$ cat src/ldbf_pkg.sv
`timescale 1ns / 1ps
package ldbf_pkg;
    localparam int POINT_COUNT_DEF = 1024;
    localparam int GAP_DEPTH_DEF   = 256;
    localparam logic [16:0] ONE   = 17'd65536;
    localparam logic [16:0] HALF  = 17'd32768;
    localparam logic [16:0] FLOOR = 17'd3277;
    localparam logic [16:0] HIGH_P = 17'd52429;
    localparam logic [16:0] HIGH_U = 17'd19660;
    localparam logic [63:0] RATIO_P = 64'd4085499269;
    localparam logic [63:0] RATIO_U = 64'd4168031830;

    localparam logic [1:0] ST_STATIC    = 2'd0;
    localparam logic [1:0] ST_RECOVERED = 2'd1;
    localparam logic [1:0] ST_DYNAMIC   = 2'd2;

    localparam logic [1:0] MODE_RAW     = 2'd0;
    localparam logic [1:0] MODE_PERSIST = 2'd1;
    localparam logic [1:0] MODE_CLEAN   = 2'd2;

    localparam logic [2:0] REG_BELIEF = 3'd0;
    localparam logic [2:0] REG_GAP    = 3'd1;
    localparam logic [2:0] REG_UNC_EN = 3'd2;
    localparam logic [2:0] REG_MODE   = 3'd3;
    localparam logic [2:0] REG_REL    = 3'd4;
    localparam logic [2:0] REG_INIT_U = 3'd5;

    typedef struct packed {
        logic       belief_enable;
        logic       gap_decay_enable;
        logic       uncertainty_enable;
        logic [1:0] uncertainty_mode;
        logic       reliability_enable;
        logic [16:0] initial_uncertainty;
    } cfg_t;

    // controller to datapath
    typedef struct packed {
        logic load;
        logic clear;
        logic read;
        logic calc1;
        logic calc2;
        logic calc3;
        logic write;
    } cmd_t;

    // decay table entry g, evaluated at elaboration (constant argument)
    function automatic logic [16:0] decay_entry(input int g, input logic [63:0] ratio);
        logic [63:0] acc;
        acc = 64'd1 << 32;
        for (int i = 0; i < g; i++) begin
            acc = 64'((({64'd0, acc} * {64'd0, ratio}) + 128'h80000000) >> 32);
        end
        return 17'((acc + 64'h8000) >> 16);
    endfunction
endpackage

$ cat src/ldbf_ctrl.sv
`timescale 1ns / 1ps
module ldbf_ctrl (
    input  logic          aclk,
    input  logic          aresetn,
    input  logic          in_fire,
    input  logic          in_range,
    input  logic          clear_last,
    input  logic          out_free,
    output logic          s_ready,
    output ldbf_pkg::cmd_t cmd
);
    localparam logic [2:0] S_CLEAR = 3'd0;
    localparam logic [2:0] S_IDLE  = 3'd1;
    localparam logic [2:0] S_READ  = 3'd2;
    localparam logic [2:0] S_C1    = 3'd3;
    localparam logic [2:0] S_C2    = 3'd4;
    localparam logic [2:0] S_C3    = 3'd5;
    localparam logic [2:0] S_WR    = 3'd6;

    logic [2:0] state_reg, state_next;

    assign s_ready = (state_reg == S_IDLE);

    // sequencer
    always_comb begin
        state_next = state_reg;
        cmd = '0;
        unique case (state_reg)
            S_CLEAR: begin
                cmd.clear = 1'b1;
                if (clear_last) state_next = S_IDLE;
            end
            S_IDLE: begin
                cmd.load = in_fire;
                if (in_fire && in_range) state_next = S_READ;
            end
            S_READ: begin cmd.read = 1'b1; state_next = S_C1; end
            S_C1:   begin cmd.calc1 = 1'b1; state_next = S_C2; end
            S_C2:   begin cmd.calc2 = 1'b1; state_next = S_C3; end
            S_C3:   begin cmd.calc3 = 1'b1; state_next = S_WR; end
            S_WR: begin
                if (out_free) begin
                    cmd.write = 1'b1;
                    state_next = S_IDLE;
                end
            end
            default: state_next = S_IDLE;
        endcase
    end

    always_ff @(posedge aclk) begin
        if (!aresetn) state_reg <= S_CLEAR;
        else state_reg <= state_next;
    end

    a_write_after_calc: assert property (@(posedge aclk) disable iff (!aresetn)
        cmd.write |-> state_reg == S_WR) else $error("write outside write state");
    a_no_accept_clear: assert property (@(posedge aclk) disable iff (!aresetn)
        cmd.clear |-> !s_ready) else $error("ready during clear");
    a_read_follows: assert property (@(posedge aclk) disable iff (!aresetn)
        cmd.read |=> cmd.calc1) else $error("calc does not follow read");
endmodule

$ cat config.mk
export PLATFORM = sky130hd
export DESIGN_NAME = ldbf_ctrl
export DESIGN_NICKNAME = d
export VERILOG_FILES = /design/src/ldbf_pkg.sv /design/src/ldbf_ctrl.sv
export SDC_FILE = /design/constraint.sdc
export NUM_CORES = 1
export LEC_CHECK = 0
export BUFFER_PORTS_ARGS = -buffer_cell sky130_fd_sc_hd__buf_2
export CAP_MARGIN = 20
export CORE_AREA = 2 2 39 41
export DETAILED_ROUTE_END_ITERATION = 16
export DIE_AREA = 0 0 41 43
export PLACE_DENSITY_LB_ADDON = 0.2
export REMOVE_ABC_BUFFERS = 1
export SETUP_SLACK_MARGIN = 0.2
export SYNTH_ARGS = -nofsm -noshare
export SYNTH_HDL_FRONTEND = slang
export SYNTH_SLANG_ARGS = --single-unit
$ cat constraint.sdc
create_clock -name aclk -period 4.8 [get_ports aclk]
set_input_delay 0.24 -clock aclk [delete_from_list [all_inputs] [get_ports aclk]]
set_output_delay 0.24 -clock aclk [all_outputs]
set_load 0.02 [all_outputs]
* After elaboration in Yosys (flattened, before gate mapping) *
Index checks and enable logic that the tools add are counted.

word-level totals
  register bits after elaboration = 3
  input bits = 6
  output and inout bits = 8

operators by class
  equality and inequality tests = 9
  multiplexer cells = 12
  reductions and logical operators = 3

operators by type and width
  cell                                                                      count
  3-bit case mux with 7 select lines                                        1
  3-bit == test (second input constant)                                     3
  3-bit 2-to-1 mux                                                          3
  1-bit 2-to-1 mux                                                          8
  3-bit by 2-bit == test with 1-bit output (second input constant)          2
  2-bit inequality test (second input constant)                             2
  3-bit by 1-bit == test with 1-bit output (second input constant)          1
  3-bit zero test                                                           1
  3-bit AND reduction                                                       1
  2-bit by 1-bit inequality test with 1-bit output (second input constant)  1
  1-bit logical AND                                                         1

* Longest topological paths before layout *
Gate-level depths: netlist of run 1.

  depth in word-level cells = 3
  gate-level depth with buffers = 5
  depth with buffers taken out = 5

* Least setup slack after synthesis of run 1 *
Ideal clock, no wire load.

  kind = register to register
  start point = register state_reg[1]
  end point = register state_reg[1]
  setup time = 70 ps
  data arrival time = 1464 ps
  setup slack = 3266 ps
  cell stages (with the launch flop) = 6
  clock period less this slack = 1534 ps
  cells stage by stage = dfxtp_1 -> inv_1 -> ha_1 -> mux2_4 -> or3_1 -> a21oi_1

on the way
  longest elaborated chain between the ends = 3

RTL lines
  what                                                                                                               line             RTL
  start, declared                                                                                                    ldbf_ctrl.sv:20  logic [2:0] state_reg, state_next;
  start signal, assigned                                                                                             ldbf_ctrl.sv:53  else state_reg <= state_next;
  3-bit by 1-bit == test with 1-bit output (tied with other cells)                                                   ldbf_ctrl.sv:28  unique case (state_reg)
  2-bit by 1-bit inequality test with 1-bit output (no source line) / 2-bit inequality test (equally long branches)  n/a
  3-bit AND reduction (no source line)                                                                               n/a

Several ways; a longest one is shown, not always the timed one.
A chain may end at the register's enable or synchronous reset.

* Final worst setup path of run 1 *
Same ends and word-level chain as after synthesis.

==> results of run 1 <==
layer usage:
layer  routed length (µm)  vias to the layer above
met4                    0                        0
met3                   39                        0
met5                    0                        -
li1                     -                      173
met2                  317                       11
met1                  331                      154
cells in the mapped netlist:
cell / count / area share [%]
dfxtp_1: 3 / 21
a31oi_1: 1 / 2.2
a311o_1: 1 / 3.5
o2111ai_1: 1 / 3.1
nand2_1: 3 / 3.9
o21a_1: 1 / 2.6
o21ai_0: 1 / 1.8
nor2b_1: 2 / 4.4
and3_1: 5 / 11
nand2b_1: 1 / 2.2
o41ai_1: 1 / 3.1
nand3b_1: 1 / 2.6
a211oi_1: 2 / 5.3
nor3_1: 3 / 5.3
and2_1: 1 / 2.2
a21boi_0: 1 / 2.6
buf_2: 3 / 5.3
a21oi_1: 2 / 3.5
or3_1: 1 / 2.2
ha_1: 1 / 4.4
inv_1: 2 / 2.6
mux2_4: 1 / 5.3
stage by stage:
step                hold WS (ns)  power [mW]  std cells  utilization [%]
floorplan                  0.387      0.0447         35                -
global placement           0.519      0.0533         64             25.7
detailed placement         0.521      0.0532         64             25.7
CTS                        0.266      0.0998         68             27.6
global route               0.268       0.105         68             27.6
finish                     0.275      0.0967         68             27.6
final timing paths:
kind                                    from      endpoint
worst max-delay path            state_reg[1]  state_reg[1]
worst min-delay path                 aresetn  state_reg[0]
worst max register to register  state_reg[1]  state_reg[1]
worst min register to register  state_reg[0]  state_reg[1]
worst reg2reg max path, delay by kind of cell, from the launching register on:
family / cells / cell delay (ns)
AOI/OAI and AO/OA: 1 / 0.12
DFF: 1 / 0.57
and+or+nand+nor: 1 / 0.30
adders and majority gates: 1 / 0.41
buffers and inverters: 1 / 0.17
muxes: 1 / 0.29
logic make-up after synthesis:
family                   Yosys count  share of synthesized area (%)
AND/OR/NAND/NOR                   17                           33.8
AO/OA/AOI/OAI                     11                           27.6
buffers and inverters              5                           7.89
flip-flops                         3                           21.1
multiplexers                       1                           5.26
adder cells (fa/ha/maj)            1                           4.39
cell type report:
class,count,area [µm²]
Fill cell,157,1000
Multi-Input combinational cell,30,203
Timing Repair Buffer,13,65.1
Sequential cell,3,60.1
Clock buffer,4,26.3
Tap cell,16,20.0
Inverter,2,7.51
where the power goes:
part / internal [mW] / switching [mW]
sequential: 0.0265 / 0.00458
combinational: 0.0100 / 0.0112
clock: 0.0312 / 0.0132
total: 0.0677 / 0.0290
==> impl_results.md, run 1 <==
- CP required: 4.96 ns
- Iteration-0 DRC Markers: 2
- Max FO, Critical Path: 14
- Setup TNS: 0 ns
- Reg-to-reg slack, setup: 2.87 ns
- Synth warnings: 0
- Nets: 60
- Antenna diodes: 0
- Post-cts resize count: 0
- Max Cap Viol: 0
- Synth Register Bits: 3
- Vias in the first global route: 289
- RSZ-0062 raised after global routing: false
- Most frequent cells in the layout: 13 x buf_2, 5 x and3_1
- Setup bufs post-CTS: 0
- Seq/Total Area, Yosys: 21.1%
- Longest Clk Path Bufs: 2
- CP max stage delay: 0.57 ns
- Largest net degree at the start of global routing: 15
- Peak Freq: 519 MHz
- Status: finished, final reports clean
- Final min period: 1.93 ns
- GRT Max-Usage Layer: met1
- Final count of hold timing violations: 0
- Pleak: 0.180 nW
- Die width: 41 µm
- Hold-fix buffers, CTS: 0
- Cell count of the worst reg-to-reg path: 5
- GRT overflow: 0
- Max-slew headroom at the worst pin: 69.1%
- Power Density: 253 mW/mm²
- GR Util met1: 13.5%
- CTS Buf Count: 3
- I/O pins: 14
- Core Area: 0.00138 mm²
- DIE AREA: 0.00176 mm²
- Placed Area: 355 µm²
- Row cnt: 14
- Slew Viols, Final: 0
- Worst-Margin Slew: 0.457 ns
- TritonCTS clock tree: done
- Layout cells sized above 1: 32.7%
- Top cell family by delay on the critical path: flip-flops
- GR met2 Demand/Resource: 13.1%
- Design Area, Final: 382 µm²
- Final period utilization: 40.1%
- Critical path buffer and inverter count: 1
- Worst path cell trace: inv_1, ha_1, mux2_4, or3_1, a21oi_1
- Die height: 43 µm
- Initial Util: 20.6%
- CP max-delay cell: dfxtp_1
- Vias per inst: 4.97
- Mapped Area: 285 µm²
- Clock Latency Late Sink: 0.23 ns
- I/O Buffers: 13
- Initial antenna violation count: 0
- TritonCTS sink count: 3
- Routed via count: 338
- Setup-failing EPs final: 0
- Drt pass-1 iters: 4
- Post-route DRC: 0
- Synthesized instance count: 38
- GP Congestion: 0.601
- Layout area overhead: 33.8%
- Clock Tree Root: clkbuf_4
- Final setup margin: 2.87 ns
- # H-tree levels: 1
- Hold Path Class: in2reg
- Largest register FFs: 3
- Final ANT Viol Nets: 0
- Avg Inst Size Synth: 7.51 µm²
- Met3 GRT Util: 6.28%
- Hold Crit Depth: 2
- Startpoint Class: flip-flop
- Clock Skew: 0.00211 ns
- Critical path class: reg2reg
- Clk slew on worst S/H paths: 0.04 ns
- WP depth: 5
- All-layer global routing usage: 10.2%
- Most common cell after layout, fill and taps aside: buf_2
- First-pass GRT wire length: 1210 µm
- Worst IR drop on VDD: 0.000121 V
- Netlist cell types: 22
- Post-Place Worst Slack: 2.86 ns
- Drt total wl: 687 µm
- WL per Instance: 10.1 µm
- Crit. End Element: flip-flop
- WP data arrival: 2.09 ns
No activity file was read; power rests on OpenSTA's default activity.
==> run 2: changes to the inputs <==
- ABC_AREA: unset -> 1
- clock period: 4.8 -> 1.6 ns (I/O delays scaled with it)
==> run 2 against run 1 <==
  * Worst hold slack lost 0.19 ns
  * Count of clock-buffer cells in the layout unchanged
  * Cell count grew 8.8%
  * Utilization fell by 0.63 points
  * Area after synthesis decreased by 7.0%
  * Critical endpoint is now cmd[2]
  * Largest power group is now combinational cells
==> impl_results.md, run 2 <==
- Status: finished, final reports clean
- Vias per inst: 4.01 (-19%)
- Initial antenna violation count: 0 (unchanged)
- Hold Path Class: in2reg
- RSZ-0062 raised after global routing: false
- GRT overflow: 0 (unchanged)
- CTS Buf Count: 3 (unchanged)
- Avg Inst Size Synth: 6.47 µm² (-14%)
- # fillers: 169 (+7.6%)
- First-pass GRT wire length: 993 µm (-18%)
- Asr flop ratio synth: 0% (unchanged)
- Routed via count: 297 (-12%)
- Synth warnings: 0 (unchanged)
- Placed Area: 347 µm² (-2.5%)
- Area of the multi-input gates: 160 µm² (-21%)
- CP required: 1.52 ns (-3.44 ns)
- Worst IR drop on VDD: 0.000691 V (+470%)
- Drt pass-1 iters: 2 (-2)
- Max-slew headroom at the worst pin: 81.3% (+12 points)
- Power Density: 2310 mW/mm² (+810%)
- Post-Place Worst Slack: 0.423 ns (-2.44 ns)
- Synthesized instance count: 41 (+7.9%)
- TritonCTS sink count: 3 (unchanged)
- Drt total wl: 645 µm (-6.1%)
- WL per Instance: 8.72 µm (-14%)
- Final Power: 860 µW (+790%)
- Final ANT Viol Nets: 0 (unchanged)
- Post-cts resize count: 0 (unchanged)
- Die width: 41 µm (unchanged)
- Layout cells sized above 1: 43.1% (+10 points)
- Final min period: 1.23 ns
- Clk slew on worst S/H paths: 0.04 ns (about the same)
- Final count of hold timing violations: 0 (unchanged)
- Seq/Total Area, Yosys: 22.6% (+1.6 points)
- Mapped Area: 265 µm² (-7.0%)
- Final setup margin: 0.375 ns (-2.50 ns)
- Design Area, Final: 373 µm² (-2.3%)
- Clock Latency Late Sink: 0.23 ns (about the same)
- Setup-failing EPs final: 0 (unchanged)
- Largest net degree at the start of global routing: 8 (-7)
- Clock Tree Root: clkbuf_4
- Die height: 43 µm (unchanged)
- Setup bufs post-CTS: 0 (unchanged)
- Slew Viols, Final: 0 (unchanged)
- Max Cap Viol: 0 (unchanged)
- Largest area contributor in the netlist: dfxtp_1
- Top post-synthesis cells by count: 6 x inv_1, 5 x nand2_1, 5 x nand3_1, 5 x nor2_1
- Most frequent cells in the layout: 13 x buf_2, 6 x inv_1, 5 x nand3_1, 5 x nor2_1, 5 x nand2_1
- DP Wirelength: 516 µm
- Nets: 66 (+10%)
- Layout area overhead: 40.6%
- Antenna diodes: 0 (unchanged)
- Synth Register Bits: 3 (unchanged)
- All-layer global routing usage: 8.32% (-1.9 points)
- Row cnt: 14 (unchanged)
- Synth Flop Type: dfxtp_1
- Max FO, Critical Path: 7 (-7)
- Inst Count DP: 70 (+9.4%)
- I/O pins: 14 (unchanged)
- Startpoint Class: flip-flop
- Most common cell after layout, fill and taps aside: buf_2
- Synth top area share: 22.6% (+1.6 points)
- Longest Clk Path Bufs: 2 (unchanged)
- Vias in the first global route: 258 (-11%)
- TritonCTS clock tree: done
- Largest register FFs: 3 (unchanged)
- Fin cells: 74 (+8.8%)
- # H-tree levels: 1 (unchanged)
- Netlist cell types: 18 (-18%)
- Clock Skew: 0.00329 ns (+0.00119 ns)
- Worst-Margin Slew: 0.280 ns (-0.177 ns)
- Ranking of synthesized cells by area: dfxtp_1 23%, nand3_1 9.4%, inv_1 8.5%, nand2_1 7.1%, nor2_1 7.1%
- Peak Freq: 816 MHz
- Post-route DRC: 0 (unchanged)
- Initial Util: 19.2% (-1.4 points)
- Reg area: 60.1 µm² (unchanged)
- Number of enable flip-flop cells after synthesis: 0 (unchanged)
- Hold-fix buffers, CTS: 0 (unchanged)
- Crit. End Element: output port
- Pleak: 0.222 nW (+23%)
- Core Area: 0.00138 mm² (unchanged)
- Most frequent cell after synthesis: inv_1
- DIE AREA: 0.00176 mm² (unchanged)
- WP data arrival: 1.15 ns (-0.94 ns)
- Critical path class: reg2out
- Iteration-0 DRC Markers: 1 (-1)
- Setup TNS: 0 ns (unchanged)
- GP Congestion: 0.690 (+15%)
- I/O Buffers: 13 (unchanged)
- Final period utilization: 76.6%
-- run 2: logic make-up after synthesis --
kind of cell / count (synthesis) / synth area share [%]
and+or+nand+nor: 23 / 48.1
DFF: 3 / 22.6
adders and majority gates: 1 / 4.72
AOI/OAI and AO/OA: 4 / 7.54
buffers and inverters: 10 / 17.0
-- run 2: report_power, final --
part | internal (mW) | switching [mW]
clock | 0.0933 | 0.0370
sequential | 0.112 | 0.0417
combinational | 0.195 | 0.380
total | 0.401 | 0.459
-- run 2: path summary, 6_finish.rpt --
check | startpoint | end | slack [ns] | cells past startpoint
setup / recovery | state_reg[1] | cmd[2] | 0.37 | 5
setup reg to reg | state_reg[2] | state_reg[0] | 0.43 | 5
hold reg to reg | state_reg[0] | state_reg[0] | 0.66 | 4
hold / removal | aresetn | state_reg[0] | 0.09 | 3
-- run 2: worst max-delay path, cell delays in order (launching register included) --
cell and delay (ns):
dfxtp_1 0.30, buf_4 0.16, nor2_1 0.15, nand2_1 0.10, inv_1 0.06, buf_2 0.15
-- run 2: area by class of cell --
cell class	instances	area share [%]
flip-flops and latches	3	16.1
repair buffers	14	19.5
well taps	16	5.37
multi-input cells	28	43.0
inverters	9	9.06
clock buffers	4	7.05
-- run 2: routing by layer --
layer,global-route usage [%],share of wire [%],up-vias
met5,0,0,-
met4,0,0,0
met3,6.28,6.4,0
met2,12.5,46,8
met1,9.94,47,124
li1,-,-,165
-- run 2: through the flow --
stage / hold WS [ns] / utilization, %
2_1_floorplan: 0.200 / -
3_3_place_gp: 0.330 / 25.0
3_5_place_dp: 0.327 / 25.0
4_1_cts: 0.0820 / 26.9
5_1_grt: 0.0733 / 26.9
6_report: 0.0891 / 26.9
